### config.mk
export PLATFORM = sky130hd
export DESIGN_NAME = cssc_front
export DESIGN_NICKNAME = d
export VERILOG_FILES = /design/src/hdl/cosine_similarity_stream_core_assert.svh /design/src/hdl/cssc_pkg.sv /design/src/hdl/cssc_front.sv
export SDC_FILE = /design/constraint.sdc
export NUM_CORES = 2
export LEC_CHECK = 0
export BUFFER_PORTS_ARGS = -buffer_cell sky130_fd_sc_hd__buf_2
export CORE_ASPECT_RATIO = 0.5
export CORE_UTILIZATION = 40
export CTS_CLUSTER_SIZE = 24
export DETAILED_ROUTE_END_ITERATION = 10
export PLACE_DENSITY_LB_ADDON = 0.1
export SETUP_SLACK_MARGIN = 0.2
export SLEW_MARGIN = 10
export SYNTH_ARGS = -nofsm -noshare
export SYNTH_HDL_FRONTEND = slang
export SYNTH_SLANG_ARGS = --single-unit
### constraint.sdc
create_clock -name clock -period 11.35 [get_ports clock]
set_input_delay 2.27 -clock clock [delete_from_list [all_inputs] [get_ports clock]]
set_output_delay 2.27 -clock clock [all_outputs]
set_load 0.01 [all_outputs]
### src/hdl/cosine_similarity_stream_core_assert.svh
// ----------------------------------------------------------------------------
// Cosine similarity stream core assertion macros
// Shared property macros for the checks at the end of the top level.
// ----------------------------------------------------------------------------
`ifndef COSINE_SIMILARITY_STREAM_CORE_ASSERT_SVH
`define COSINE_SIMILARITY_STREAM_CORE_ASSERT_SVH

// The consequent holds in the same cycle as the antecedent.
`define CSSC_ASSERT_SAME(label, clk, rst, ante, cons) \
   label: assert property (@(posedge clk) disable iff (rst) (ante) |-> (cons)) \
      else $error("cssc: same-cycle check failed");

// The consequent holds in the cycle after the antecedent.
`define CSSC_ASSERT_NEXT(label, clk, rst, ante, cons) \
   label: assert property (@(posedge clk) disable iff (rst) (ante) |=> (cons)) \
      else $error("cssc: next-cycle check failed");

`endif

### src/hdl/cssc_pkg.sv
// ----------------------------------------------------------------------------
// Cosine similarity stream package
// Widths, queue sizing and shared types of the cosine similarity core.
// ----------------------------------------------------------------------------
package cssc_pkg;

   // Element format: signed Q1.15.
   localparam int ELEM_W = 16;
   localparam int FRAC   = 15;

   // Longest vector that is summed; later pairs are dropped and flagged.
   localparam int MAX_LEN = 1024;
   localparam int LEN_W   = $clog2(MAX_LEN + 1);

   // Square of one element is at most 2^30 and needs one bit less than a product.
   localparam int ESQ_W  = 2 * ELEM_W - 1;
   // Accumulated squared norm and signed dot product.
   localparam int NORM_W = 2 * FRAC + $clog2(MAX_LEN) + 1;
   localparam int DOT_W  = NORM_W + 1;

   // Back end widths: products of two sums, scaled numerator, quotient.
   localparam int SQ_W     = 2 * NORM_W;
   localparam int SCALE_SH = 2 * FRAC;
   localparam int NUM_W    = SQ_W + SCALE_SH;
   localparam int QUO_W    = SCALE_SH + 1;
   localparam int CNT_W    = $clog2(NORM_W);

   // Queue of finished sums between front and back (power of two deep).
   localparam int QUEUE_DEPTH = 2;
   localparam int QPTR_W      = $clog2(QUEUE_DEPTH);
   localparam int QLVL_W      = $clog2(QUEUE_DEPTH + 1);

   // Sums of one finished vector.
   typedef struct packed {
      logic signed [DOT_W-1:0] dot;
      logic [NORM_W-1:0]       norm_a;
      logic [NORM_W-1:0]       norm_b;
      logic                    overflow;
   } vec_sums_type;

   // Fill state of the queue.
   typedef struct packed {
      logic              not_empty;
      logic [QLVL_W-1:0] level;
   } queue_status_type;

endpackage

### src/hdl/cssc_front.sv
// ----------------------------------------------------------------------------
// Cosine similarity front end
// Takes element pairs, counts them against the length limit and keeps the
// dot product and squared norm sums; a last pair hands the sums to the queue.
// ----------------------------------------------------------------------------
module cssc_front (
   input  logic                                clock,
   input  logic                                reset,
   input  logic                                req_valid,
   output logic                                req_stall,
   input  logic signed [cssc_pkg::ELEM_W-1:0]  req_elem_a,
   input  logic signed [cssc_pkg::ELEM_W-1:0]  req_elem_b,
   input  logic                                req_last_pair,
   input  cssc_pkg::queue_status_type          q_status,
   output logic                                push,
   output cssc_pkg::vec_sums_type              push_entry
);
   import cssc_pkg::*;

   logic                      accept;
   logic                      in_range;
   logic [LEN_W-1:0]          cnt_ff, cnt_in;
   logic                      ovf_ff, ovf_in;
   logic signed [2*ELEM_W-1:0] prod_ab, prod_aa, prod_bb;

   logic                      p_valid_ff, p_valid_in;
   logic                      p_last_ff;
   logic                      p_ovf_ff;
   logic signed [2*ELEM_W-1:0] p_ab_ff;
   logic [ESQ_W-1:0]          p_aa_ff;
   logic [ESQ_W-1:0]          p_bb_ff;

   logic signed [DOT_W-1:0]   dot_ff, dot_in, dot_new;
   logic [NORM_W-1:0]         na_ff, na_in, na_new;
   logic [NORM_W-1:0]         nb_ff, nb_in, nb_new;
   logic [QLVL_W-1:0]         reserved;

   // Stall when the queue plus a last pair still in flight would fill it.
   assign reserved  = q_status.level + QLVL_W'(p_valid_ff & p_last_ff);
   assign req_stall = (reserved >= QLVL_W'(QUEUE_DEPTH));
   assign accept    = req_valid & ~req_stall;

   // Pairs are summed only while the count is below the limit.
   assign in_range = (cnt_ff < LEN_W'(MAX_LEN));

   always_comb begin
      cnt_in = cnt_ff;
      ovf_in = ovf_ff;
      if (accept) begin
         if (req_last_pair) begin
            cnt_in = '0;
            ovf_in = 1'b0;
         end else begin
            cnt_in = in_range ? cnt_ff + LEN_W'(1) : cnt_ff;
            ovf_in = ovf_ff | ~in_range;
         end
      end
   end

   // Element products, registered before accumulation.
   assign prod_ab = req_elem_a * req_elem_b;
   assign prod_aa = req_elem_a * req_elem_a;
   assign prod_bb = req_elem_b * req_elem_b;
   assign p_valid_in = accept;

   // Accumulate the registered products and close the vector on a last pair.
   assign dot_new = dot_ff + DOT_W'(p_ab_ff);
   assign na_new  = na_ff + NORM_W'(p_aa_ff);
   assign nb_new  = nb_ff + NORM_W'(p_bb_ff);

   always_comb begin
      dot_in = dot_ff;
      na_in  = na_ff;
      nb_in  = nb_ff;
      if (p_valid_ff) begin
         if (p_last_ff) begin
            dot_in = '0;
            na_in  = '0;
            nb_in  = '0;
         end else begin
            dot_in = dot_new;
            na_in  = na_new;
            nb_in  = nb_new;
         end
      end
   end

   assign push                = p_valid_ff & p_last_ff;
   assign push_entry.dot      = dot_new;
   assign push_entry.norm_a   = na_new;
   assign push_entry.norm_b   = nb_new;
   assign push_entry.overflow = p_ovf_ff;

   // Control state and running sums.
   always_ff @(posedge clock) begin
      if (reset) begin
         cnt_ff     <= '0;
         ovf_ff     <= 1'b0;
         p_valid_ff <= 1'b0;
         dot_ff     <= '0;
         na_ff      <= '0;
         nb_ff      <= '0;
      end else begin
         cnt_ff     <= cnt_in;
         ovf_ff     <= ovf_in;
         p_valid_ff <= p_valid_in;
         dot_ff     <= dot_in;
         na_ff      <= na_in;
         nb_ff      <= nb_in;
      end
   end

   // Product stage; dropped pairs contribute zero.
   always_ff @(posedge clock) begin
      if (accept) begin
         p_last_ff <= req_last_pair;
         p_ovf_ff  <= ovf_ff | ~in_range;
         p_ab_ff   <= in_range ? prod_ab : '0;
         p_aa_ff   <= in_range ? prod_aa[ESQ_W-1:0] : '0;
         p_bb_ff   <= in_range ? prod_bb[ESQ_W-1:0] : '0;
      end
   end

endmodule

[Word-level counts from Yosys, hierarchy flattened]
Cells that the tools add are included.
Word-level totals
  flip-flop bits (word level): 233
  input bits: 39
  output and inout bits: 127
  word-level logic and storage cells: 35
Operators by class
  add/subtract/negate cells: 5
  multipliers: 3
  order comparisons: 2
  multiplexer cells: 6
  bitwise gates (word level): 6
  reductions and logical operators: 2
Operator list (number)
  adder 41 x 31 -> 41 bit: 2
  2-to-1 mux 41 bit: 2
  multiplier 16 x 16 -> 31 bit: 2
  adder 42 x 32 -> 42 bit: 1
  2-to-1 mux 42 bit: 1
  multiplier 16 x 16 -> 32 bit: 1
  2-to-1 mux 11 bit: 2
  adder 11 x 1 -> 11 bit, second input constant: 1
  < comparator 11 bit, second input constant: 1
  AND 1 bit: 3
  adder 2 x 1 -> 2 bit: 1
  greater-or-equal comparator 2 bit, second input constant: 1
  inverter 1 bit: 2
  AND reduction 2 bit: 1
  nonzero test 2 bit: 1
  2-to-1 mux 1 bit: 1
  bitwise OR 1 bit: 1

[Depth between registers and ports, before layout]
  word-level depth: 6
  gate-level depth with buffers: 25
  mapped depth without buffers: 24

[Worst setup path after synthesis]
OpenSTA, ideal clock, no wires.
  kind: input-to-reg
  from: input port req_elem_a[15] in the netlist's numbering
  to: register p_ab_ff[30] (data pin)
  setup time: 135 ps
  arrival time: 8450 ps
  required time: 11215 ps
  path slack: 2765 ps
  cell stages on the path: 21
  path buffers: 2
  cell sequence: clkbuf_1 > clkinv_1 > clkbuf_1 > nor2_1 > fa_1 > fa_1 > fa_1 > fa_1 > fa_1 > inv_1 > fa_1 > inv_1 > ha_1 > nand3_1 > nor2_1 > and2_1 > a2111o_1 > a31oi_4 > o21ai_2 > or4_1 > nand3_1
On the way
  longest elaborated chain between the ends: 1
RTL lines
  start, declared: RTL line cssc_front.sv:11  | input logic signed [cssc_pkg::ELEM_W-1:0] req_elem_a,
  multiplier 16 x 16 -> 32 bit: RTL line cssc_front.sv:61  | assign prod_ab = req_elem_a * req_elem_b;
  end signal, assigned: RTL line cssc_front.sv:118  | p_ab_ff <= in_range ? prod_ab : '0;
  end, declared: RTL line cssc_front.sv:29  | logic signed [2*ELEM_W-1:0] p_ab_ff;
Every way passes these cells.
A chain may end at the register's enable or synchronous reset.

[Worst setup path after layout]
  from: input port req_elem_b[2] in the netlist's numbering
  to: register p_bb_ff[30] (data pin)
On the way
  longest elaborated chain between the ends: 1
RTL lines
  start, declared: RTL line cssc_front.sv:12  | input logic signed [cssc_pkg::ELEM_W-1:0] req_elem_b,
  multiplier 16 x 16 -> 31 bit: RTL line cssc_front.sv:63  | assign prod_bb = req_elem_b * req_elem_b;
  end signal, assigned: RTL line cssc_front.sv:120  | p_bb_ff <= in_range ? prod_bb[ESQ_W-1:0] : '0;
  end, declared: RTL line cssc_front.sv:31  | logic [ESQ_W-1:0] p_bb_ff;
Every way passes these cells.

==> results_dict.tcl <==
set metrics [dict create \
    fill_cells 9894 \
    regArea_um2 5570 \
    crit_fanout 26 \
    ctsResizeCount 0 \
    grt_setup_unrepaired "no" \
    cp_slowest_cell "a311oi_1" \
    slew_headroom 0.296 \
    grt_max_degree 70 \
    first_iter_violations 1906 \
    die_h_um 227 \
    final_nets 5655 \
    die_w_um 452 \
    core-area_um2 100000 \
    wl_per_cell_um 18.5 \
    htreeDepth 1 \
    rows 82 \
    tightest_slew_ns 1.04 \
    final_antenna_net_count 0 \
    path_class "input port to flop" \
    min_path_type "flop to flop" \
    synth_edf_count 94 \
    syn-num-nets 5596 \
    crit_arrival_ns 9.71 \
    synth.largest_area_cell "fa_1" \
    ys_warn_count 0 \
    startpoint_type "input port" \
    status "completed" \
    setup_viol 0 \
    async_flop_share 0 \
    slew_viol_final 0 \
    vias 30100 \
    ys.flop_type "dfxtp_1" \
    busiest_layer "met2" \
    holdWs_ns 0.474 \
    cts_tree "yes" \
    cts-root-buf "clkbuf_16" \
    ctsHoldBuffers 0 \
    synth_top_area_frac 0.355 \
    first_pass_iters 5 \
    area_growth_pct 7.78 \
    slowest_delay_ns 0.59 \
    multi_input_area_um2 30800 \
    drt-total-wl_um 109000 \
    ys_seq_area_frac 0.137 \
    drive_gt1_frac 0.0632 \
    crit_chain "buf_2 > inv_1 > nor2_1 > ha_1 > xor2_1 > fa_1 > fa_1 > inv_1 > fa_1 > fa_1 > inv_1 > fa_1 > inv_1 > ha_1 > nand3_1 > a311oi_1 > o211ai_1 > o21ai_0 > a41o_1 > o22ai_1 > xnor2_1 > nor2_1" \
    critPathCaptureType "flop" \
    crit_buf_inv 5 \
    maxCapViolCount 0 \
    use_met1 0.330 \
    post-cts-setup-buffers 0 \
    io_pins 166 \
    synth.avg_cell_area_um2 9.05 \
    fmax_mhz 107 \
    clkTransAtPathRegs_ns 0.06 \
    start_util 0.404 \
    numCtsBuffers 28 \
    synth_area_leaders "fa_1, ha_1, inv_1" \
    overflow 0 \
    grt_pass1_wl_um 174000 \
    grt_pass1_vias 31000 \
    grt_usage 0.218 \
    crit_top_cell "fa_1" \
    syn-cell-area_um2 40500 \
    fin_tns_setup_ns 0 \
    post-dp-hpwl_um 85500 \
    clockBufferDepth 3 \
    synth_cell_type_count 87 \
    worst_ep_required_time_ns 11.69 \
    io_buffers 164 \
    insertion_delay_ns 0.62 \
    ys_ff_latch 231 \
    finClkSkew_ns 0.0273 \
    min_period_ns 9.37 \
    vias_per_cell 5.10 \
    grt_use_met2 0.331 \
    clock_sinks 231 \
    antenna_found_initial 2 \
    drcViolationCount 0 \
    dieArea_um2 103000 \
    final-hold-violation-count 0 \
    cp_top_family "adder cells" \
    grt_use_met3 0.0386 \
    place_congestion 0.848 \
    syn_inst 4477 \
    post-route-period-util 0.825 \
]
==> path summary, 6_finish.rpt <==
check | cells after the start | endpoint | slack, ns | startpoint
worst min register to register | 2 | ovf_ff | 0.47 | ovf_ff
worst max-delay path | 22 | p_bb_ff[30] | 1.98 | req_elem_b[2]
worst min-delay path | 2 | ovf_ff | 0.47 | ovf_ff
worst max register to register | 8 | cnt_ff[7] | 7.84 | p_valid_ff
==> Yosys cell counts (8+ instances only) <==
library cell	count
a21oi_1	181
nand2_1	367
o211ai_1	12
buf_1	8
nand3b_1	8
a211oi_1	22
a21o_1	88
a22oi_1	53
o21ai_1	8
and3_1	24
nand2b_1	29
nand4_1	18
xnor2_1	147
a21boi_0	11
a22o_1	48
nor2b_1	27
a2111oi_0	9
xor2_1	85
a31oi_1	21
and2_1	135
or2_2	10
o21bai_1	21
dfxtp_1	137
o21a_1	17
edfxtp_1	94
or3_1	21
o21ai_0	87
nor2_1	386
nand3_1	49
clkbuf_1	153
fa_1	719
inv_1	951
ha_1	361
nor3_1	39
==> area by class of cell <==
| type | count | share of cell area |
|---|---|---|
| Antenna cell | 2 | 0.000115 |
| Clock buffer | 32 | 0.0173 |
| Multi-Input combinational cell | 3124 | 0.704 |
| Timing Repair Buffer | 191 | 0.0235 |
| Inverter | 960 | 0.0826 |
| Tap cell | 1344 | 0.0385 |
| Clock inverter | 19 | 0.00610 |
| Sequential cell | 231 | 0.128 |
==> placed cells by master, fill, tap and decap left out, types with 22 or more instances in the layout <==
| cell type | synthesis | routed |
|---|---|---|
| a22oi_1 | 53 | 53 |
| inv_1 | 951 | 950 |
| and2_1 | 135 | 135 |
| nor2_1 | 386 | 383 |
| nor3_1 | 39 | 39 |
| a211oi_1 | 22 | 22 |
| a21oi_1 | 181 | 181 |
| o21ai_0 | 87 | 87 |
| a22o_1 | 48 | 48 |
| xnor2_1 | 147 | 147 |
| ha_1 | 361 | 361 |
| a21o_1 | 88 | 88 |
| clkbuf_16 | 0 | 28 |
| edfxtp_1 | 94 | 94 |
| nor2b_1 | 27 | 27 |
| fa_1 | 719 | 719 |
| nand3_1 | 49 | 49 |
| nand2_1 | 367 | 367 |
| xor2_1 | 85 | 85 |
| dfxtp_1 | 137 | 136 |
| buf_4 | 1 | 28 |
| nand2b_1 | 29 | 29 |
| buf_2 | 0 | 163 |
| and3_1 | 24 | 24 |
==> metal layers <==
layer	wire, µm	part of all wire	vias up
met3	7370	0.068	72
li1	-	-	14200
met5	0	0	-
met4	1370	0.013	0
met1	54100	0.50	15200
met2	46400	0.42	582
==> metrics by stage <==
stage,util,setup WS [ns],instances,area (µm²)
floorplan,-,2.76,4477,40500
global placement,0.425,1.59,5850,42600
detailed placement,0.425,1.56,5850,42600
CTS,0.436,2.19,5901,43700
global route,0.436,1.76,5901,43700
finish,0.436,1.98,5903,43700
==> registers in the layout, indices dropped and copies added (netlist names) <==
| signal | count |
|---|---|
| p_ovf_ff | 1 |
| p_ab_ff | 32 |
| nb_ff | 41 |
| p_bb_ff | 30 |
| p_last_ff | 1 |
| ovf_ff | 1 |
| na_ff | 41 |
| cnt_ff | 11 |
| p_valid_ff | 1 |
| p_aa_ff | 30 |
| dot_ff | 42 |
==> worst min-delay path, stage by stage, from the launching register on <==
cell and delay, ns:
dfxtp_1 0.32, a21oi_1 0.04, nor2_1 0.07
==> logic make-up after synthesis <==
family                   after synthesis  share of synthesized area
AND/OR/NAND/NOR                     1143                      0.129
buffers and inverters               1122                      0.104
adder cells (fa/ha/maj)             1080                      0.467
AO/OA/AOI/OAI                        663                      0.111
XOR/XNOR                             232                     0.0501
flip-flops                           231                      0.137
multiplexers                           6                    0.00157
Power is not shown: default switching activity piles up to over one toggle a cycle in this logic, so the estimate is an artifact.
