`src/hdl/cosine_similarity_stream_core_assert.svh`:
```
// ----------------------------------------------------------------------------
// Cosine similarity stream core assertion macros
// Shared property macros for the checks at the end of the top level.
// ----------------------------------------------------------------------------
`ifndef COSINE_SIMILARITY_STREAM_CORE_ASSERT_SVH
`define COSINE_SIMILARITY_STREAM_CORE_ASSERT_SVH

// The consequent holds in the same cycle as the antecedent.
`define CSSC_ASSERT_SAME(label, clk, rst, ante, cons) \
   label: assert property (@(posedge clk) disable iff (rst) (ante) |-> (cons)) \
      else $error("cssc: same-cycle check failed");

// The consequent holds in the cycle after the antecedent.
`define CSSC_ASSERT_NEXT(label, clk, rst, ante, cons) \
   label: assert property (@(posedge clk) disable iff (rst) (ante) |=> (cons)) \
      else $error("cssc: next-cycle check failed");

`endif

```
`src/hdl/cssc_pkg.sv`:
```
// ----------------------------------------------------------------------------
// Cosine similarity stream package
// Widths, queue sizing and shared types of the cosine similarity core.
// ----------------------------------------------------------------------------
package cssc_pkg;

   // Element format: signed Q1.15.
   localparam int ELEM_W = 16;
   localparam int FRAC   = 15;

   // Longest vector that is summed; later pairs are dropped and flagged.
   localparam int MAX_LEN = 1024;
   localparam int LEN_W   = $clog2(MAX_LEN + 1);

   // Square of one element is at most 2^30 and needs one bit less than a product.
   localparam int ESQ_W  = 2 * ELEM_W - 1;
   // Accumulated squared norm and signed dot product.
   localparam int NORM_W = 2 * FRAC + $clog2(MAX_LEN) + 1;
   localparam int DOT_W  = NORM_W + 1;

   // Back end widths: products of two sums, scaled numerator, quotient.
   localparam int SQ_W     = 2 * NORM_W;
   localparam int SCALE_SH = 2 * FRAC;
   localparam int NUM_W    = SQ_W + SCALE_SH;
   localparam int QUO_W    = SCALE_SH + 1;
   localparam int CNT_W    = $clog2(NORM_W);

   // Queue of finished sums between front and back (power of two deep).
   localparam int QUEUE_DEPTH = 2;
   localparam int QPTR_W      = $clog2(QUEUE_DEPTH);
   localparam int QLVL_W      = $clog2(QUEUE_DEPTH + 1);

   // Sums of one finished vector.
   typedef struct packed {
      logic signed [DOT_W-1:0] dot;
      logic [NORM_W-1:0]       norm_a;
      logic [NORM_W-1:0]       norm_b;
      logic                    overflow;
   } vec_sums_type;

   // Fill state of the queue.
   typedef struct packed {
      logic              not_empty;
      logic [QLVL_W-1:0] level;
   } queue_status_type;

endpackage

```
`src/hdl/cssc_back.sv`:
```
// ----------------------------------------------------------------------------
// Cosine similarity back end
// Serial engine that turns one vector's sums into the clamped Q1.15 ratio:
// shift-add squaring, restoring division and a bitwise square root.
// ----------------------------------------------------------------------------
module cssc_back (
   input  logic                                clock,
   input  logic                                reset,
   input  cssc_pkg::vec_sums_type              head,
   input  cssc_pkg::queue_status_type          q_status,
   output logic                                pop,
   output logic                                rsp_valid,
   input  logic                                rsp_stall,
   output logic signed [cssc_pkg::ELEM_W-1:0]  rsp_similarity,
   output logic                                rsp_zero_norm,
   output logic                                rsp_length_overflow
);
   import cssc_pkg::*;

   localparam logic [2:0] ST_IDLE = 3'd0;
   localparam logic [2:0] ST_MUL  = 3'd1;
   localparam logic [2:0] ST_DIV  = 3'd2;
   localparam logic [2:0] ST_ROOT = 3'd3;
   localparam logic [2:0] ST_OUT  = 3'd4;

   logic [2:0]               state_ff, state_in;
   logic                     out_valid_ff, out_valid_in;
   logic [CNT_W-1:0]         cnt_ff, cnt_in;
   logic                     neg_ff, neg_in;
   logic [SQ_W-1:0]          mcand_m_ff, mcand_m_in, acc_m_ff, acc_m_in;
   logic [SQ_W-1:0]          mcand_p_ff, mcand_p_in, acc_p_ff, acc_p_in;
   logic [NORM_W-1:0]        mplier_m_ff, mplier_m_in;
   logic [NORM_W-1:0]        mplier_p_ff, mplier_p_in;
   logic [NUM_W-1:0]         rem_ff, rem_in, div_ff, div_in;
   logic [QUO_W-1:0]         quo_ff, quo_in;
   logic [FRAC-1:0]          root_ff, root_in, bit_ff, bit_in, cand;
   logic [2*FRAC-1:0]        cand_sq;
   logic signed [ELEM_W-1:0] sim_ff, sim_in;
   logic                     zero_ff, zero_in;
   logic                     ovf_ff, ovf_in;
   logic signed [DOT_W-1:0]  dot_abs;
   logic [NORM_W-1:0]        mag;

   // Magnitude of the dot product fits the norm width by Cauchy-Schwarz.
   assign dot_abs = head.dot[DOT_W-1] ? -head.dot : head.dot;
   assign mag     = dot_abs[NORM_W-1:0];

   // Candidate root bit and its square.
   assign cand    = root_ff | bit_ff;
   assign cand_sq = {{FRAC{1'b0}}, cand} * {{FRAC{1'b0}}, cand};

   // Sequencer: largest q below 2^15 with q^2 <= floor(dot^2 * 2^30 / (na * nb)).
   always_comb begin
      state_in     = state_ff;
      out_valid_in = out_valid_ff;
      cnt_in       = cnt_ff;
      neg_in       = neg_ff;
      mcand_m_in   = mcand_m_ff;
      mcand_p_in   = mcand_p_ff;
      mplier_m_in  = mplier_m_ff;
      mplier_p_in  = mplier_p_ff;
      acc_m_in     = acc_m_ff;
      acc_p_in     = acc_p_ff;
      rem_in       = rem_ff;
      div_in       = div_ff;
      quo_in       = quo_ff;
      root_in      = root_ff;
      bit_in       = bit_ff;
      sim_in       = sim_ff;
      zero_in      = zero_ff;
      ovf_in       = ovf_ff;
      pop          = 1'b0;
      unique case (state_ff)
         ST_IDLE: begin
            if (q_status.not_empty) begin
               pop    = 1'b1;
               neg_in = head.dot[DOT_W-1];
               ovf_in = head.overflow;
               if (head.norm_a == '0 || head.norm_b == '0) begin
                  sim_in       = '0;
                  zero_in      = 1'b1;
                  out_valid_in = 1'b1;
                  state_in     = ST_OUT;
               end else begin
                  zero_in     = 1'b0;
                  mcand_m_in  = SQ_W'(mag);
                  mplier_m_in = mag;
                  mcand_p_in  = SQ_W'(head.norm_a);
                  mplier_p_in = head.norm_b;
                  acc_m_in    = '0;
                  acc_p_in    = '0;
                  cnt_in      = CNT_W'(NORM_W - 1);
                  state_in    = ST_MUL;
               end
            end
         end
         ST_MUL: begin
            // Both products advance one multiplier bit per cycle.
            if (mplier_m_ff[0]) begin
               acc_m_in = acc_m_ff + mcand_m_ff;
            end
            if (mplier_p_ff[0]) begin
               acc_p_in = acc_p_ff + mcand_p_ff;
            end
            mcand_m_in  = {mcand_m_ff[SQ_W-2:0], 1'b0};
            mcand_p_in  = {mcand_p_ff[SQ_W-2:0], 1'b0};
            mplier_m_in = {1'b0, mplier_m_ff[NORM_W-1:1]};
            mplier_p_in = {1'b0, mplier_p_ff[NORM_W-1:1]};
            if (cnt_ff == '0) begin
               rem_in   = {acc_m_in, {SCALE_SH{1'b0}}};
               div_in   = {acc_p_in, {SCALE_SH{1'b0}}};
               quo_in   = '0;
               cnt_in   = CNT_W'(QUO_W - 1);
               state_in = ST_DIV;
            end else begin
               cnt_in = cnt_ff - CNT_W'(1);
            end
         end
         ST_DIV: begin
            // One quotient bit per cycle; the quotient never exceeds 2^30.
            if (rem_ff >= div_ff) begin
               rem_in = rem_ff - div_ff;
               quo_in = {quo_ff[QUO_W-2:0], 1'b1};
            end else begin
               quo_in = {quo_ff[QUO_W-2:0], 1'b0};
            end
            div_in = {1'b0, div_ff[NUM_W-1:1]};
            if (cnt_ff == '0) begin
               root_in  = '0;
               bit_in   = {1'b1, {(FRAC-1){1'b0}}};
               state_in = ST_ROOT;
            end else begin
               cnt_in = cnt_ff - CNT_W'(1);
            end
         end
         ST_ROOT: begin
            // Root bits from the top; stopping below 2^15 gives the clamp.
            if ({1'b0, cand_sq} <= quo_ff) begin
               root_in = cand;
            end
            bit_in = {1'b0, bit_ff[FRAC-1:1]};
            if (bit_ff[0]) begin
               sim_in       = neg_ff ? -{1'b0, root_in} : {1'b0, root_in};
               out_valid_in = 1'b1;
               state_in     = ST_OUT;
            end
         end
         ST_OUT: begin
            if (!rsp_stall) begin
               out_valid_in = 1'b0;
               state_in     = ST_IDLE;
            end
         end
         default: begin
            out_valid_in = 1'b0;
            state_in     = ST_IDLE;
         end
      endcase
   end

   assign rsp_valid           = out_valid_ff;
   assign rsp_similarity      = sim_ff;
   assign rsp_zero_norm       = zero_ff;
   assign rsp_length_overflow = ovf_ff;

   // Sequencer control state.
   always_ff @(posedge clock) begin
      if (reset) begin
         state_ff     <= ST_IDLE;
         out_valid_ff <= 1'b0;
      end else begin
         state_ff     <= state_in;
         out_valid_ff <= out_valid_in;
      end
   end

   // Datapath registers.
   always_ff @(posedge clock) begin
      cnt_ff      <= cnt_in;
      neg_ff      <= neg_in;
      mcand_m_ff  <= mcand_m_in;
      mcand_p_ff  <= mcand_p_in;
      mplier_m_ff <= mplier_m_in;
      mplier_p_ff <= mplier_p_in;
      acc_m_ff    <= acc_m_in;
      acc_p_ff    <= acc_p_in;
      rem_ff      <= rem_in;
      div_ff      <= div_in;
      quo_ff      <= quo_in;
      root_ff     <= root_in;
      bit_ff      <= bit_in;
      sim_ff      <= sim_in;
      zero_ff     <= zero_in;
      ovf_ff      <= ovf_in;
   end

endmodule

```
`config.mk`:
```
export PLATFORM = sky130hd
export DESIGN_NAME = cssc_back
export DESIGN_NICKNAME = d
export VERILOG_FILES = /design/src/hdl/cosine_similarity_stream_core_assert.svh /design/src/hdl/cssc_pkg.sv /design/src/hdl/cssc_back.sv
export SDC_FILE = /design/constraint.sdc
export NUM_CORES = 2
export LEC_CHECK = 0
export BUFFER_PORTS_ARGS = -buffer_cell sky130_fd_sc_hd__buf_4
export CORE_MARGIN = 2
export CORE_UTILIZATION = 52
export CTS_CLUSTER_SIZE = 8
export DETAILED_ROUTE_END_ITERATION = 7
export PLACE_DENSITY = 0.75
export SLEW_MARGIN = 10
export SYNTH_ARGS = -nofsm -noshare
export SYNTH_HDL_FRONTEND = slang
export SYNTH_SLANG_ARGS = --single-unit
```
`constraint.sdc`:
```
create_clock -name clock -period 12 [get_ports clock]
set_input_delay 2.4 -clock clock [delete_from_list [all_inputs] [get_ports clock]]
set_output_delay 2.4 -clock clock [all_outputs]
set_load 0.05 [all_outputs]
```
# Word level (Yosys, flattened, before mapping)
# Cells that the tools add are included.
# op_classes
add_sub_neg,6
multipliers,1
div_mod_pow,0
order_cmp,2
eq_ne,13
shift,0
muxes,58
bitwise,2
n_reduce_logical,20
# op_table
operator,n
$mux W82,8
$pmux W82 S2,4
$pmux W112 S2,2
$mux W112,3
$mux W41,5
$add A82 B82 Y82,2
$pmux W41 S2,2
$ge A112 B112 Y1,1
$sub A112 B112 Y112,1
$logic_not A41 Y1,2
$mux W16,4
$pmux W31 S2,1
$mux W15,4
$pmux W15 S2,2
$neg A41 Y41,1
$pmux W16 S2,1
$le A30 B31 Y1,1
$mux W31,1
$mul A15 B15 Y30,1
$mux W6,4
$mux W3,6
$ne A2 B2 Y1 const B,9
$pmux W6 S3,1
$neg A15 Y16,1
other kinds (19),35
# totals
regBits,724
latchBits,0
mem_bits_rw,0
rom_bits,0
inputBits,131
output_inout_bits,20
memories,0

# Logic depth before layout (Yosys ltp)
# logic_depth
word_depth,9
depth_mapped,46

# Least setup slack after synthesis
# Ideal clock, no wire load.
# synth_path
kind,input to register
from,input head[45] (netlist bit)
to,register acc_m_ff[0] (enable)
setup_ps,823
t_arrival_ps,12169
required_ps,11177
setup_slack_ps,-992
stages,7
path_cell_list,nor4_1 -> nand4_1 -> nor3_1 -> a41oi_1 -> nand2_1 -> nand2_1 -> and2_1
# synth_between
elab_chain_cells,4
# synth_rtl
item,line,rtl
start: declaration,cssc_back.sv:9,"input cssc_pkg::vec_sums_type head,"
$logic_not A41 Y1,cssc_back.sv:79,if (head.norm_a == '0 || head.norm_b == '0) begin
$logic_or A1 B1 Y1,cssc_back.sv:79,
$ne A2 B2 Y1 (no source line),n/a,
$reduce_and A3 Y1 (no source line),n/a,
end signal: assignment,cssc_back.sv:185,acc_m_ff <= acc_m_in;
end: declaration,cssc_back.sv:30,"logic [SQ_W-1:0] mcand_m_ff, mcand_m_in, acc_m_ff, acc_m_in;"
# Every way passes these cells.
# A chain may end at the register's enable or synchronous reset.

# Worst setup path after layout
# layout_path
from,register bit_ff[0]
to,"register sim_ff[14], in the netlist rsp_similarity[14] (data pin)"
# layout_between
elab_chain_cells,9
# layout_rtl
item,line,rtl
start: declaration,cssc_back.sv:36,"logic [FRAC-1:0] root_ff, root_in, bit_ff, bit_in, cand;"
start signal: assignment,cssc_back.sv:191,bit_ff <= bit_in;
$or A15 B15 Y15 (*),cssc_back.sv:49,assign cand = root_ff | bit_ff;
$mul A15 B15 Y30,cssc_back.sv:50,"assign cand_sq = {{FRAC{1'b0}}, cand} * {{FRAC{1'b0}}, cand};"
$le A30 B31 Y1,cssc_back.sv:138,"if ({1'b0, cand_sq} <= quo_ff) begin"
$mux W15 (*),cssc_back.sv:138,
$mux W15 (*),cssc_back.sv:73,unique case (state_ff)
$neg A15 Y16,cssc_back.sv:143,"sim_in = neg_ff ? -{1'b0, root_in} : {1'b0, root_in};"
$mux W16 (*),cssc_back.sv:143,
$mux W16 (*),cssc_back.sv:142,if (bit_ff[0]) begin
$pmux W16 S2 (*),cssc_back.sv:73,
end signal: assignment,cssc_back.sv:192,sim_ff <= sim_in;
end: declaration,cssc_back.sv:38,"logic signed [ELEM_W-1:0] sim_ff, sim_in;"
# Every way passes the cells marked *; elsewhere a longest branch is shown, timed or not. The select of a mux whose other input is x is not followed.

==> results.md <==
- Mux cell area share after synthesis: 0.0241
- Reg2reg path depth: 39
- Mapped Nets: around 6600
- Routability cong.: approximately 0.95
- H-tree depth: 3
- Final setup vio count: 0
- Outcome: finished, final reports clean
- Antenna violations before repair: 0
- IO Port Bufs: around 150
- CP bufs+invs: 7
- Critical path arrival: 11300 ps
- Maximum VDD drop: around 0.14 mV
- Ports: around 150
- Post-DRT Antenna Nets: 0
- Crit-path max cell delay: 810 ps
- Post-synthesis simple-gate area fraction: 0.163
- Post-synth cell types: 88
- Iter 0 DRT Violations: about 3800
- Flop2flop setup slack: 1100 ps
- Least-Margin Pin Slew: between 1000 and 1500 ps
- CTS resizes: 0
- First-pass GRT wire length: about 220000 um
- Warnings, synthesis: 0
- F_max: approximately 92 MHz
- Die ar.: 0.108 mm^2
- Post-Synth Adder-Cell Area: 0.142
- Final Util: 0.572
- Post-DP HPWL: around 100000 um
- Final net count: 6556
- CTS tree: done
- Cell depth of the worst hold path: 2
- Crit-path max FO: 28
- Xor/xnor share of the synthesized area: 0.0518
- Complex-gate fraction of the synthesized area: 0.171
- Crit start category: flop
- Mean Syn Cell Area: about 9.2 um^2
- Initial Utilization: 0.526
- # rows: approximately 120
- Worst slew margin relative to its limit: 0.208
- Residual DRC: 0
- Post-Synthesis Cells: around 5900
- Via count: ~43000
- Total track usage: 0.257
- Drt first pass iters: 6
- Die height: 328 um
- Worst-path clk slew: approximately 50 ps
- Tmin final: 10900 ps
- Worst skew pair latency: 700 ps
- Largest net degree at the start of global routing: 232
- Leakage power: roughly 26 nW
- Slowest-stage cell, CP: nor2_1
- Main combinational cell family by area after synthesis: compound AO/OA/AOI/OAI gates
- Total Wirelength: 139000 um
- Routed vias/inst: approximately 6.0
- CTS sink cnt: between 700 and 800
- EDFF count, synth: 720
- Routed len/inst: 19.1 um
- Clock Skew: ~43 ps
- Hold Crit Class: reg2reg
- #FFs+latches synth: around 720
- Max Cap Viol: 0
- Slew Viols, Final: 0
- Setup TNS: 0 ps
- Final worst path period share: 0.908
- Worst hold margin: a little over 500 ps
- Seq/Total Area, Yosys: 0.398
- Vias in the first global route: roughly 43000
- CP endpoint: rsp_similarity[14]$_SDFFCE_PN0P_
- Placed instance area: approximately 0.057 mm^2
- Mapped cell area: ~0.055 mm^2
- Core Box Area: slightly above 0.1 mm^2
- CTS Buf Count: about 100
- Worst Setup End Kind: flop
- Clk Tree Root Cell: clkbuf_16
- RSZ-0062 raised after global routing: no
- Final Instance Area: 0.0594 mm^2
- Setup crit start: bit_ff[0]$_SDFFCE_PN0P_
- Critical R2R Capture: rsp_similarity[14]$_SDFFCE_PN0P_
- Die X-Extent: between 300 and 400 um
- WS Path Type: reg2reg
- Cts hold-fix bufs: 0
- Longest Clk Path Bufs: 3
- Pwr/cell area: ~140 mW/mm^2
- Synth-to-layout area growth: 8.82%
- Global route total overflow: 0
- Worst path top cell family by delay: adder cells
- WP depth: 39
- Postcts setup bufs: 0
- Share of post-route cells with drive strength above 1: 0.0587
- Fin. Hold Viols: 0
- Required time of the worst setup path: 12400 ps
- Top FF cell, synth: edfxtp_1
- Ys async rst share: 0
- Worst r2r src: bit_ff[0]$_SDFFCE_PN0P_
-- where the power goes --
group          switching, mW  internal [mW]
sequential             0.134           3.13
clock                   1.10           1.50
combinational           1.36          0.846
total                   2.60           5.47
-- cells in the final DEF (no fill, tap or decap), drive strengths merged, types with 27 or more instances in the layout --
cell / instances
fa: 141
nor3: 62
nand4: 98
o21ai: 229
mux2i: 128
nor2: 703
o31ai: 42
clkbuf: 114
buf: 185
a31oi: 65
nor4: 42
nand2: 692
inv: 433
a21o: 248
o21bai: 63
and2: 43
xnor2: 190
ha: 393
edfxtp: 720
nand3: 52
and3: 119
a211oi: 33
or3: 27
nor2b: 40
o21a: 97
a21oi: 540
xor2: 133
-- layout make-up --
class                      instances  area, um^2
antenna                            2        5.00
timing repair buffer             185        1440
inverter                         431        1620
clock inverter                     9         156
multi-input combinational       4448       30200
sequential                       724       21700
fill                            9081       44400
tap                             1380        1730
clock buffer                     114        2580
-- cell usage after synthesis (8+ instances only) --
library cell	number	area [um^2]
a211o_1	8	70.1
a211oi_1	33	248
a21boi_0	18	135
a21o_1	248	1860
a21oi_1	540	2700
a221o_1	8	80.1
a221oi_1	14	123
a31oi_1	65	407
and2_1	43	269
and3_1	118	738
and4_1	8	70.1
buf_1	16	60.1
clkbuf_1	283	1060
edfxtp_1	720	21600
fa_1	141	2820
ha_1	393	4920
inv_1	427	1600
mux2i_1	128	1280
nand2_1	691	2590
nand2b_1	25	156
nand3_1	52	260
nand3b_1	8	60.1
nand4_1	98	613
nor2_1	703	2640
nor2b_1	40	250
nor3_1	61	305
nor4_1	41	257
o211ai_1	23	173
o21a_1	97	728
o21ai_0	203	1020
o21ai_1	26	130
o21bai_1	63	473
o22ai_1	9	56.3
o31a_1	9	78.8
o31ai_1	40	300
or2_2	16	100
or3_1	25	156
or4_1	15	113
xnor2_1	190	1660
xor2_1	133	1160
-- layer usage --
metal  up-vias  routed length, um  part of all wire  track usage
li1      20900                  -                 -            -
met1     20700              60400              0.43        0.346
met2      1413              65100              0.47        0.424
met3       299               8330             0.060       0.0345
met4         0               5300             0.038       0.0951
met5         -                  0                 0            0
-- cell families (layout without fill, tap and decap cells) --
group                      Yosys count  count (layout)
and+or+nand+nor                   1976            1976
adders and majority gates          534             534
other                                0               2
DFF                                724             724
muxes                              131             131
buffers and inverters              733             739
xor gates and xnor gates           323             323
AOI/OAI and AO/OA                 1484            1484
-- worst min path at each step --
stage	endpoint	start	slack (ps)
after floorplan	mplier_p_ff[0]$_DFFE_PP_	mplier_p_ff[1]$_DFFE_PP_	480
after global placement	mplier_p_ff[2]$_DFFE_PP_	mplier_p_ff[3]$_DFFE_PP_	490
after detailed placement	mplier_p_ff[37]$_DFFE_PP_	mplier_p_ff[38]$_DFFE_PP_	500
after CTS	mplier_p_ff[3]$_DFFE_PP_	mplier_p_ff[4]$_DFFE_PP_	510
after global routing	mplier_p_ff[4]$_DFFE_PP_	mplier_p_ff[5]$_DFFE_PP_	530
final	mplier_p_ff[3]$_DFFE_PP_	mplier_p_ff[4]$_DFFE_PP_	500
-- state kept, by name (all words and copies together), names as in the netlist --
register	count
acc_m_ff	82
acc_p_ff	82
bit_ff	15
cnt_ff	6
div_ff	112
mcand_m_ff	82
mcand_p_ff	82
mplier_m_ff	41
mplier_p_ff	41
neg_ff	1
quo_ff	31
rem_ff	112
root_ff	15
rsp_length_overflow	1
rsp_similarity	16
rsp_valid	1
rsp_zero_norm	1
state_ff	3
-- worst register-to-register path: cells and delay by family, from the launching register on --
family,cells,cell delay [ps]
AO/OA/AOI/OAI,14,3470
XOR/XNOR,1,150
adder cells (fa/ha/maj),9,3960
buffers and inverters,7,530
flip-flops,1,520
AND/OR/NAND/NOR,8,1980
-- stage by stage --
step	power (mW)	setup WS (ps)	instances
6_report	8.07	1100	7293
5_1_grt	8.44	257	7291
4_1_cts	8.09	1100	7291
3_5_place_dp	5.48	1160	7168
3_3_place_gp	5.44	1230	7168
2_1_floorplan	4.88	2270	5905
Power figures use the tool's default switching activity.
