<file path="config.mk">
export PLATFORM = sky130hd
export DESIGN_NAME = cssc_queue
export DESIGN_NICKNAME = d
export VERILOG_FILES = /design/src/hdl/cosine_similarity_stream_core_assert.svh /design/src/hdl/cssc_pkg.sv /design/src/hdl/cssc_queue.sv
export SDC_FILE = /design/constraint.sdc
export NUM_CORES = 1
export LEC_CHECK = 0
export ABC_AREA = 1
export BUFFER_PORTS_ARGS = -buffer_cell sky130_fd_sc_hd__buf_2
export CORE_MARGIN = 5
export CORE_UTILIZATION = 38
export DETAILED_ROUTE_END_ITERATION = 10
export GPL_ROUTABILITY_DRIVEN = 0
export GPL_TIMING_DRIVEN = 0
export HOLD_SLACK_MARGIN = 0.05
export PLACE_DENSITY_LB_ADDON = 0.1
export SLEW_MARGIN = 0
export SYNTH_ARGS = -nofsm -noshare
export SYNTH_HDL_FRONTEND = slang
export SYNTH_SLANG_ARGS = --single-unit
</file>
<file path="constraint.sdc">
create_clock -name clock -period 10.9 [get_ports clock]
set_clock_uncertainty 0.15 [all_clocks]
set_input_delay 3.27 -clock clock [delete_from_list [all_inputs] [get_ports clock]]
set_output_delay 3.27 -clock clock [all_outputs]
set_load 0.03 [all_outputs]
</file>
<file path="src/hdl/cosine_similarity_stream_core_assert.svh">
// ----------------------------------------------------------------------------
// Cosine similarity stream core assertion macros
// Shared property macros for the checks at the end of the top level.
// ----------------------------------------------------------------------------
`ifndef COSINE_SIMILARITY_STREAM_CORE_ASSERT_SVH
`define COSINE_SIMILARITY_STREAM_CORE_ASSERT_SVH

// The consequent holds in the same cycle as the antecedent.
`define CSSC_ASSERT_SAME(label, clk, rst, ante, cons) \
   label: assert property (@(posedge clk) disable iff (rst) (ante) |-> (cons)) \
      else $error("cssc: same-cycle check failed");

// The consequent holds in the cycle after the antecedent.
`define CSSC_ASSERT_NEXT(label, clk, rst, ante, cons) \
   label: assert property (@(posedge clk) disable iff (rst) (ante) |=> (cons)) \
      else $error("cssc: next-cycle check failed");

`endif

</file>
<file path="src/hdl/cssc_pkg.sv">
// ----------------------------------------------------------------------------
// Cosine similarity stream package
// Widths, queue sizing and shared types of the cosine similarity core.
// ----------------------------------------------------------------------------
package cssc_pkg;

   // Element format: signed Q1.15.
   localparam int ELEM_W = 16;
   localparam int FRAC   = 15;

   // Longest vector that is summed; later pairs are dropped and flagged.
   localparam int MAX_LEN = 1024;
   localparam int LEN_W   = $clog2(MAX_LEN + 1);

   // Square of one element is at most 2^30 and needs one bit less than a product.
   localparam int ESQ_W  = 2 * ELEM_W - 1;
   // Accumulated squared norm and signed dot product.
   localparam int NORM_W = 2 * FRAC + $clog2(MAX_LEN) + 1;
   localparam int DOT_W  = NORM_W + 1;

   // Back end widths: products of two sums, scaled numerator, quotient.
   localparam int SQ_W     = 2 * NORM_W;
   localparam int SCALE_SH = 2 * FRAC;
   localparam int NUM_W    = SQ_W + SCALE_SH;
   localparam int QUO_W    = SCALE_SH + 1;
   localparam int CNT_W    = $clog2(NORM_W);

   // Queue of finished sums between front and back (power of two deep).
   localparam int QUEUE_DEPTH = 2;
   localparam int QPTR_W      = $clog2(QUEUE_DEPTH);
   localparam int QLVL_W      = $clog2(QUEUE_DEPTH + 1);

   // Sums of one finished vector.
   typedef struct packed {
      logic signed [DOT_W-1:0] dot;
      logic [NORM_W-1:0]       norm_a;
      logic [NORM_W-1:0]       norm_b;
      logic                    overflow;
   } vec_sums_type;

   // Fill state of the queue.
   typedef struct packed {
      logic              not_empty;
      logic [QLVL_W-1:0] level;
   } queue_status_type;

endpackage

</file>
<file path="src/hdl/cssc_queue.sv">
// ----------------------------------------------------------------------------
// Cosine similarity sums queue
// Short FIFO of finished vector sums between the front and back ends.
// ----------------------------------------------------------------------------
module cssc_queue (
   input  logic                        clock,
   input  logic                        reset,
   input  logic                        push,
   input  cssc_pkg::vec_sums_type      push_entry,
   input  logic                        pop,
   output cssc_pkg::vec_sums_type      head,
   output cssc_pkg::queue_status_type  status
);
   import cssc_pkg::*;

   vec_sums_type       entries_ff [QUEUE_DEPTH];
   logic [QPTR_W-1:0]  wr_ptr_ff, wr_ptr_in;
   logic [QPTR_W-1:0]  rd_ptr_ff, rd_ptr_in;
   logic [QLVL_W-1:0]  level_ff, level_in;

   // Pointer and fill level bookkeeping.
   always_comb begin
      wr_ptr_in = push ? wr_ptr_ff + QPTR_W'(1) : wr_ptr_ff;
      rd_ptr_in = pop ? rd_ptr_ff + QPTR_W'(1) : rd_ptr_ff;
      level_in  = level_ff;
      if (push && !pop) begin
         level_in = level_ff + QLVL_W'(1);
      end else if (pop && !push) begin
         level_in = level_ff - QLVL_W'(1);
      end
   end

   assign head             = entries_ff[rd_ptr_ff];
   assign status.level     = level_ff;
   assign status.not_empty = (level_ff != '0);

   always_ff @(posedge clock) begin
      if (reset) begin
         wr_ptr_ff <= '0;
         rd_ptr_ff <= '0;
         level_ff  <= '0;
      end else begin
         wr_ptr_ff <= wr_ptr_in;
         rd_ptr_ff <= rd_ptr_in;
         level_ff  <= level_in;
      end
   end

   // Entry storage.
   always_ff @(posedge clock) begin
      if (push) begin
         entries_ff[wr_ptr_ff] <= push_entry;
      end
   end

endmodule

</file>
# [Word level (Yosys, flattened, before mapping)]
# Memory sizes are Yosys's and may differ from the RTL's. A register that Yosys moved wholly into a read port is not among the register bits.
# Index checks and enable logic that the tools add are counted.
[op_classes] muxes=6 n_addsub=4 n_reduce_logical=6
[ops] op="$mux W1" n=4
[ops] op="$mux W2" n=2
[ops] op="$reduce_bool A2 Y1" n=2
[ops] op="$add A1 B1 Y1 const B" n=2
[ops] op="$add A2 B1 Y2 const B" n=1
[ops] op="$logic_and A1 B1 Y1" n=2
[ops] op="$logic_not A1 Y1" n=2
[ops] op="$sub A2 B1 Y2 const B" n=1
[word_totals] ramBits=250 memories=1 elab_cells=20 reg_bits=4 input_bits=129 output_inout_bits=128
[memory_table] memory="entries_ff" depth=2 width=125 rd=1 rd_clocked_by_memory_dff=1 wr=1 line_no="cssc_queue.sv:16" text="vec_sums_type entries_ff [QUEUE_DEPTH];"

# [Longest topological paths before layout]
# Gate-level depths: netlist of run 1.
[depth] depth_word=4 ltp_mapped=8 depth_no_buf=8

# [Worst setup path after synthesis of run 1]
# No wires, ideal clock.
[synth_timing] kind="in2reg" startpoint="input port push" endpoint="memory entries_ff[0][0] (netlist name) (enable)" cell_stages=2 n_path_buf=0 t_arrival_ns=8.539 setup_ns=0.614 slack_ns=1.597 required_ns=10.136 path_cell_list="inv_1 > nor2_1"
[synth_between] elab_chain_len=2
[synth_lines] item="start: declaration" line_no="cssc_queue.sv:8" text="input logic push,"
[synth_lines] item="$mux W1" line_no="cssc_queue.sv:51" text="if (push) begin"
[synth_lines] item="$mux W1 (not written as such)" line_no="cssc_queue.sv:52" text="entries_ff[wr_ptr_ff] <= push_entry;"
[synth_lines] item="end: declaration" line_no="cssc_queue.sv:16"
# Every way passes these cells.

==> impl_metrics.env, run 1 <==
export IMPL_status="complete, no violations"
export IMPL_hold_viol=0
export IMPL_fin_crit_ps=5300
export IMPL_post_cts_resized=0
export IMPL_die_w_um=168
export IMPL_multi_input_area_sq_um=1690
export IMPL_grt_max_degree=66
export IMPL_antenna_found_initial=6
export IMPL_leakagePower_nw=4.64
export IMPL_ys_warn_count=0
export IMPL_routed_wl_um=19100
export IMPL_end_kind="primary output"
export IMPL_fin_tns_setup_ps=0
export IMPL_synth_cell_types=16
export IMPL_relSlewSlack_pct=57.9
export IMPL_synthSimpleGateAreaFrac_pct=0.610
export IMPL_utilization_pct=49.4
export IMPL_dieArea_sq_um=28100
export IMPL_first_pass_iters=4
export IMPL_cts_htree_levels=1
export IMPL_synthAdderAreaFrac_pct=0.133
export IMPL_synth_area_mux_share_pct=16.9
export IMPL_vias_per_cell=4.57
export IMPL_holdWs_ps=384
export IMPL_vdd_ir_drop_max_mv=0.106
export IMPL_io_pins=257
export IMPL_avgSynthCellArea_sq_um=22.4
export IMPL_hp_class="register to register"
export IMPL_clk_pin_slew_worst_paths_ps=60
export IMPL_crit_end="head[55]"
export IMPL_fillers=2112
export IMPL_final_period_utilization_pct=48.6
export IMPL_wl_per_cell_um=18.1
export IMPL_cap_violations=0
export IMPL_timing_rr_start="wr_ptr_ff"
export IMPL_setup_viol=0
export IMPL_r2r_end="entries_ff[1][90]"
export IMPL_fp_row_count=57
export IMPL_r2r_cells=3
export IMPL_cts_tree="built"
export IMPL_synth_xor_xnor_area_share_pct=0.0928
export IMPL_coreArea_sq_um=24400
export IMPL_drt_iter0_drc=203
export IMPL_final_cell_count_no_fill=1054
export IMPL_regToRegSetupSlack_ps=8980
export IMPL_hpwl_um=13300
export IMPL_place_inst=1006
export IMPL_holdBufCountCts=0
export IMPL_cts_buffers=27
export IMPL_drc=0
export IMPL_cp_max_fo=10
export IMPL_cts_setup_buffers=0
export IMPL_worst_setup_path_type="register to primary output"
export IMPL_cts_sinks=255
export IMPL_grt_setup_unrepaired="false"
export IMPL_cts_root_buf="clkbuf_16"
export IMPL_worstMarginPinSlew_ps=631
export IMPL_timing_fmax_mhz=189
export IMPL_cp_required_ps=7480
export IMPL_grt_pass1_wl_um=29100
export IMPL_clock_latency_ps=510
export IMPL_grt_pass1_vias=5225
export IMPL_p_per_area_nw_per_um2=190
export IMPL_initial_core_util_pct=38.7
export IMPL_drtAntennaViolNets=0
export IMPL_nets=841
export IMPL_startpoint_type="register"
export IMPL_io_buffers=256
export IMPL_fp_dieH_um=168
export IMPL_power_w=0.00229
export IMPL_synth_top_family_by_area="multiplexers"
export IMPL_clockBufferDepth=3
export IMPL_yosysSeqAreaShare_pct=80.6
export IMPL_grt_total_usage_pct=13.1
export IMPL_synth_nets=551
export IMPL_ys_ff_latch=255
export IMPL_syn_to_final_growth_pct=27.5
export IMPL_grt_remaining_overflow=0
export IMPL_drive_gt1_share_pct=59.8
export IMPL_slew_violations=0
export IMPL_seq_area_sq_um=7610
export IMPL_mappedNetlistArea_sq_um=9440
export IMPL_synthCells=421
export IMPL_vias=4816
export IMPL_critical_path_arrival_ps=1880
export IMPL_synth_compound_area_share_pct=0.106
## where the power goes
| group | switching (W) | internal [W] | leakage (nW) |
|---|---|---|---|
| sequential | 0.0000114 | 0.00114 | 2.39 |
| clock | 0.000345 | 0.000475 | 0.380 |
| combinational | 0.000200 | 0.000122 | 1.87 |
| total | 0.000556 | 0.00173 | 4.64 |
## layout by cell type, fill, tap and decap left out, types with 2 or more instances in the layout
cell and n:
clkinv_2 4, clkbuf_16 27, buf_6 7, inv_1 8, mux2_2 75, nor2_1 4, edfxtp_1 250, dfxtp_1 5
clkinvlp_4 2, clkinv_1 6, buf_12 4, buf_2 263, mux2_4 50, nand2_1 6, clkbuf_1 7
## state kept, by name (all words and copies together) (netlist names), named ones only
register	flops
level_ff	2
rd_ptr_ff	1
wr_ptr_ff	1
entries_ff	250
## logic make-up after synthesis
group / after synthesis
AOI/OAI and AO/OA: 2
xor gates and xnor gates: 1
adders and majority gates: 1
buffers and inverters: 23
DFF: 255
muxes: 125
and+or+nand+nor: 14
## critical path, cell delays in order, from the launching register on
cell	delay, ps
dfxtp_1	320
buf_6	150
buf_6	190
buf_6	200
mux2_4	320
buf_2	190
## per-layer routing
| metal | track usage (%) | vias up | routed length [um] |
|---|---|---|---|
| met2 | 21.4 | 196 | 9090 |
| li1 | - | 2246 | - |
| met5 | 0 | - | 51 |
| met3 | 5.21 | 48 | 1860 |
| met1 | 16.2 | 2318 | 7630 |
| met4 | 3.53 | 8 | 443 |
## metrics by stage
| step | setup WS, ps | cell area [sq um] |
|---|---|---|
| after floorplan | 1600 | 9440 |
| after global placement | -1610 | 11100 |
| after global routing | 5470 | 12000 |
| final | 5600 | 12000 |
| after detailed placement | 5960 | 11200 |
| after CTS | 5520 | 12000 |
## layout make-up
type                       count  share of cell area [%]
tap                          324                    3.37
inverter                       9                   0.322
clock inverter                13                   0.728
buffer                        14                   0.946
antenna                        1                  0.0208
multi-input combinational    143                    14.1
clock buffer                  34                    5.83
sequential                   255                    63.2
timing repair buffer         261                    11.5
## how the worst min path moves through the flow
| stage | slack [ps] | cells past startpoint | start | to |
|---|---|---|---|---|
| finish | 380 | 2 | rd_ptr_ff | rd_ptr_ff |
| global route | 440 | 2 | level_ff[0] | level_ff[0] |
| CTS | 380 | 2 | rd_ptr_ff | rd_ptr_ff |
| detailed placement | 360 | 2 | rd_ptr_ff | rd_ptr_ff |
| global placement | 340 | 2 | rd_ptr_ff | rd_ptr_ff |
| floorplan | 330 | 2 | rd_ptr_ff | register |
## Yosys cell counts, drive strengths merged
master  instances  area, sq um
dfxtp           5          100
nor3            1         5.00
a21oi           1         5.00
edfxtp        250         7510
nor2            5         18.8
ha              1         12.5
nand3           1         5.00
inv             9         33.8
o21ai           1         5.00
mux2          125         1600
buf            14          114
xnor2           1         8.76
nand2           6         22.5
nand4           1         6.26
(Power assumes the default switching activity.)
==> run 2, diff against run 1 <==
==> constraint.sdc (replaced) <==
create_clock -name clock -period 5.3 [get_ports clock]
set_clock_uncertainty 0.15 [all_clocks]
set_input_delay 1.59 -clock clock [delete_from_list [all_inputs] [get_ports clock]]
set_output_delay 1.59 -clock clock [all_outputs]
set_load 0.03 [all_outputs]
==> impl_metrics.env, run 2 (same netlist as run 1, synthesis figures left out) <==
export IMPL_cap_violations=0
export IMPL_grt_setup_unrepaired="false"
export IMPL_timing_fmax_mhz=274
export IMPL_hold_viol=0
export IMPL_dieArea_sq_um=28100
export IMPL_cts_htree_levels=1
export IMPL_vias=4891
export IMPL_cp_max_fo=10
export IMPL_relSlewSlack_pct=56.5
export IMPL_io_buffers=256
export IMPL_seq_power_share_pct=48.5
export IMPL_critPathSlowestCell="dfxtp_1"
export IMPL_syn_to_final_growth_pct=28.7
export IMPL_path_common_cell="buf_6"
export IMPL_crit_chain="buf_6, buf_6, buf_6, mux2_4, buf_2"
export IMPL_layout_common_cells="buf_2, edfxtp_1, mux2_2"
export IMPL_wl_per_cell_um=18.3
export IMPL_vdd_ir_drop_max_mv=0.370
export IMPL_clk_pin_slew_worst_paths_ps=60
export IMPL_dpl_cell_area_sq_um=11300
export IMPL_p_int_w=0.00371
export IMPL_grt_remaining_overflow=0
export IMPL_cp_required_ps=3560
export IMPL_layout_commonest_cell="buf_2"
export IMPL_critical_path_top_delay_family="buffers and inverters"
export IMPL_initial_core_util_pct=38.7
export IMPL_cp_slowest_stage_delay_ps=320
export IMPL_drc=0
export IMPL_drtAntennaViolNets=0
export IMPL_first_pass_iters=4
export IMPL_clockBufferDepth=3
export IMPL_worstMarginPinSlew_ps=652
export IMPL_hpwl_um=13500
export IMPL_top_regs="entries_ff (250), level_ff (2)"
export IMPL_critical_path_arrival_ps=1910
export IMPL_fin_crit_ps=3650
export IMPL_grt_pass1_wl_um=29800
export IMPL_crit_buf_inv=4
export IMPL_fp_dieH_um=168
export IMPL_grt_pass1_vias=5444
export IMPL_swShare_pct=23.8
export IMPL_nets=842
export IMPL_regMostFlops="entries_ff"
export IMPL_routed_wl_um=19400
export IMPL_cts_buffers=28
export IMPL_setup_viol=0
export IMPL_power_w=0.00487
export IMPL_design_area_sq_um=12100
export IMPL_grt_max_degree=94
export IMPL_vias_per_cell=4.62
export IMPL_p_clk_share_pct=37.8
export IMPL_leakagePower_nw=4.70
export IMPL_cts_sinks=255
export IMPL_end_kind="primary output"
export IMPL_worst_setup_path_type="register to primary output"
export IMPL_antenna_found_initial=8
export IMPL_post_cts_resized=0
export IMPL_fp_row_count=57
export IMPL_holdWs_ps=377
export IMPL_io_pins=257
export IMPL_largest_register_ffs=250
export IMPL_holdBufCountCts=0
export IMPL_p_switching_w=0.00116
export IMPL_coreArea_sq_um=24400
export IMPL_cts_setup_buffers=0
export IMPL_slew_violations=0
export IMPL_dp_slack_ps=1960
export IMPL_cts_root_buf="clkbuf_16"
export IMPL_finalWorstSetupSlack_ps=1650
export IMPL_pwr_share_comb_pct=13.7
export IMPL_status="complete, no violations"
export IMPL_drt_iter0_drc=200
export IMPL_drive_gt1_share_pct=60.0
export IMPL_cts_tree="built"
export IMPL_hp_class="register to register"
export IMPL_clock_latency_ps=520
export IMPL_die_w_um=168
export IMPL_startpoint_type="register"
export IMPL_p_per_area_nw_per_um2=401
export IMPL_final_period_utilization_pct=69.0
export IMPL_grt_total_usage_pct=13.3
export IMPL_utilization_pct=49.8
## run 2: cell types whose count changed in the layout (fill, tap and decap cells not counted), sizes merged
cell / delta
bufinv: +1
diode: +1
clkbuf: +6
clkinv: -2
clkinvlp: -1
## run 2: cell type report
cell class,count,area [sq um]
fill,2108,12200
antenna,2,5.00
clock buffer,40,787
timing repair buffer,261,1400
sequential,255,7610
tap,324,405
multi-input combinational,143,1690
inverter,9,38.8
clock inverter,11,103
buffer,14,114
## run 2: power by group through the flow
stage	Clock, W	Sequential, W	Combinational [W]
floorplan	0	0.00241	0.000450
global placement	0	0.00241	0.000654
detailed placement	0	0.00240	0.000678
CTS	0.00191	0.00236	0.000680
global route	0.00199	0.00237	0.000713
finish	0.00184	0.00236	0.000666
## run 2: routing by layer
metal  global-route usage [%]  vias to the layer above  part of all wire (%)
met5                        0                        -                  0.29
met2                     22.3                      198                    48
met1                     16.1                     2383                    39
li1                         -                     2250                     -
met3                     5.45                       48                    10
met4                     3.63                       12                   2.5
## run 2: final timing paths
path	start	endpoint	slack (ps)	cells after the start
hold reg to reg	rd_ptr_ff	register	380	2
setup / recovery	register	head[98]	1650	5
hold / removal	rd_ptr_ff	register	380	2
setup reg to reg	wr_ptr_ff	entries_ff[0][80]	3410	3
## run 2: worst register-to-register path, stage by stage, from the launching register on
cell and delay (ps):
dfxtp_1 340, nor2_4 540, buf_12 290, buf_12 240
## run 2: through the flow
stage / setup TNS (ps) / std cells
final: 0 / 1059
after global routing: 0 / 1059
after CTS: 0 / 1057
after detailed placement: 0 / 1006
after global placement: -123450 / 1001
after floorplan: 0 / 421
==> run 3, diff against run 2 <==
==> constraint.sdc (replaced) <==
create_clock -name clock -period 3.8 [get_ports clock]
set_clock_uncertainty 0.15 [all_clocks]
set_input_delay 1.14 -clock clock [delete_from_list [all_inputs] [get_ports clock]]
set_output_delay 1.14 -clock clock [all_outputs]
set_load 0.03 [all_outputs]
==> impl_metrics.env, run 3 (same netlist as run 1, synthesis figures left out) <==
export IMPL_dp_slack_ps=724
export IMPL_die_w_um=168
export IMPL_critical_path_arrival_ps=1910
export IMPL_worstMarginPinSlew_ps=864
export IMPL_pwr_share_comb_pct=14.1
export IMPL_hpwl_um=13500
export IMPL_post_cts_resized=0
export IMPL_clock_latency_ps=530
export IMPL_finalWorstSetupSlack_ps=598
export IMPL_drc=0
export IMPL_cts_buffers=27
export IMPL_layout_common_cells="buf_2, edfxtp_1, mux2_2"
export IMPL_setup_viol=0
export IMPL_syn_to_final_growth_pct=27.9
export IMPL_end_kind="primary output"
export IMPL_p_clk_share_pct=35.8
export IMPL_vdd_ir_drop_max_mv=0.352
export IMPL_clockBufferDepth=3
export IMPL_cts_htree_levels=1
export IMPL_grt_remaining_overflow=0
export IMPL_io_buffers=256
export IMPL_timing_fmax_mhz=312
export IMPL_vias=4828
export IMPL_place_inst=1008
export IMPL_r2r_cells=4
export IMPL_utilization_pct=49.5
export IMPL_worst_setup_path_type="register to primary output"
export IMPL_grt_pass1_wl_um=28300
export IMPL_leakagePower_nw=4.66
export IMPL_cp_max_fo=10
export IMPL_dieArea_sq_um=28100
export IMPL_fin_tns_setup_ps=0
export IMPL_p_switching_w=0.00158
export IMPL_cts_tree="built"
export IMPL_p_per_area_nw_per_um2=544
export IMPL_startpoint_type="register"
export IMPL_r2r_end="entries_ff[1][78]"
export IMPL_holdBufCountCts=0
export IMPL_regMostFlops="entries_ff"
export IMPL_cap_violations=0
export IMPL_grt_total_usage_pct=12.8
export IMPL_coreArea_sq_um=24400
export IMPL_grt_max_degree=39
export IMPL_hp_class="register to register"
export IMPL_relSlewSlack_pct=42.3
export IMPL_p_int_w=0.00498
export IMPL_antenna_found_initial=6
export IMPL_first_pass_iters=4
export IMPL_status="complete, no violations"
export IMPL_top_regs="entries_ff (250), level_ff (2)"
export IMPL_timing_rr_start="wr_ptr_ff"
export IMPL_grt_pass1_vias=5332
export IMPL_drtAntennaViolNets=0
export IMPL_final_period_utilization_pct=84.3
export IMPL_grt_setup_unrepaired="false"
export IMPL_drt_iter0_drc=187
export IMPL_nets=843
export IMPL_crit_end="head[71]"
export IMPL_slew_violations=0
export IMPL_wl_per_cell_um=17.9
export IMPL_cp_required_ps=2510
export IMPL_seq_power_share_pct=50.1
export IMPL_final_cell_count_no_fill=1056
export IMPL_fp_row_count=57
export IMPL_hold_viol=0
export IMPL_cts_setup_buffers=0
export IMPL_initial_core_util_pct=38.7
export IMPL_drive_gt1_share_pct=59.8
export IMPL_fp_dieH_um=168
export IMPL_layout_commonest_cell="buf_2"
export IMPL_cts_sinks=255
export IMPL_vias_per_cell=4.57
export IMPL_clk_pin_slew_worst_paths_ps=60
export IMPL_swShare_pct=24.1
export IMPL_fin_crit_ps=3200
export IMPL_cts_root_buf="clkbuf_16"
export IMPL_routed_wl_um=18900
export IMPL_largest_register_ffs=250
export IMPL_io_pins=257
export IMPL_regToRegSetupSlack_ps=1710
-- run 3: cell count changes in the layout (fill, tap and decap cells not counted) --
cell | before | now
clkbuf_8 | 2 | 0
diode_2 | 2 | 1
clkinv_1 | 4 | 3
clkbuf_1 | 9 | 11
buf_12 | 3 | 6
buf_16 | 2 | 1
clkbuf_16 | 29 | 27
bufinv_16 | 2 | 1
-- run 3: worst min path at each step --
stage / endpoint / start / slack, ps / cells past startpoint
CTS: register / rd_ptr_ff / 380 / 2
global placement: rd_ptr_ff / rd_ptr_ff / 340 / 2
global route: rd_ptr_ff / rd_ptr_ff / 410 / 2
floorplan: register / rd_ptr_ff / 330 / 2
detailed placement: register / rd_ptr_ff / 360 / 2
finish: register / rd_ptr_ff / 370 / 2
-- run 3: power groups by stage --
stage                     clock network (W)  logic [W]  registers [W]
after CTS                           0.00244   0.000949        0.00329
after floorplan                           0   0.000628        0.00335
after detailed placement                  0   0.000946        0.00335
final                               0.00235   0.000927        0.00329
after global routing                0.00255   0.000990        0.00330
after global placement                    0   0.000907        0.00336
-- run 3: cell type report --
cell class	instances	area, sq um
plain buffers	14	114
repair buffers	263	1430
diodes	1	2.50
flip-flops and latches	255	7610
fillers	2107	12300
clock inverters	9	70.1
clock buffers	38	717
well taps	324	405
inverters	9	37.5
multi-input cells	143	1690
-- run 3: routing by layer --
| metal | GRT usage [%] | up-vias | wire [um] |
|---|---|---|---|
| met5 | 0 | - | 69 |
| met4 | 3.81 | 12 | 588 |
| met3 | 5.26 | 51 | 1810 |
| met2 | 21.8 | 190 | 9180 |
| met1 | 14.9 | 2335 | 7220 |
| li1 | - | 2240 | - |
-- run 3: stage by stage --
stage	hold slack [ps]	total power [W]	cell area [sq um]
floorplan	330	0.00398	9450
finish	372	0.00657	12100
global route	406	0.00684	12100
detailed placement	357	0.00430	11300
CTS	377	0.00668	12100
global placement	345	0.00426	11100
-- run 3: worst max-delay path, cell delays in order, from the launching register on --
cell	delay, ps
dfxtp_1	320
buf_6	150
buf_6	200
buf_6	210
mux2_4	320
buf_2	180
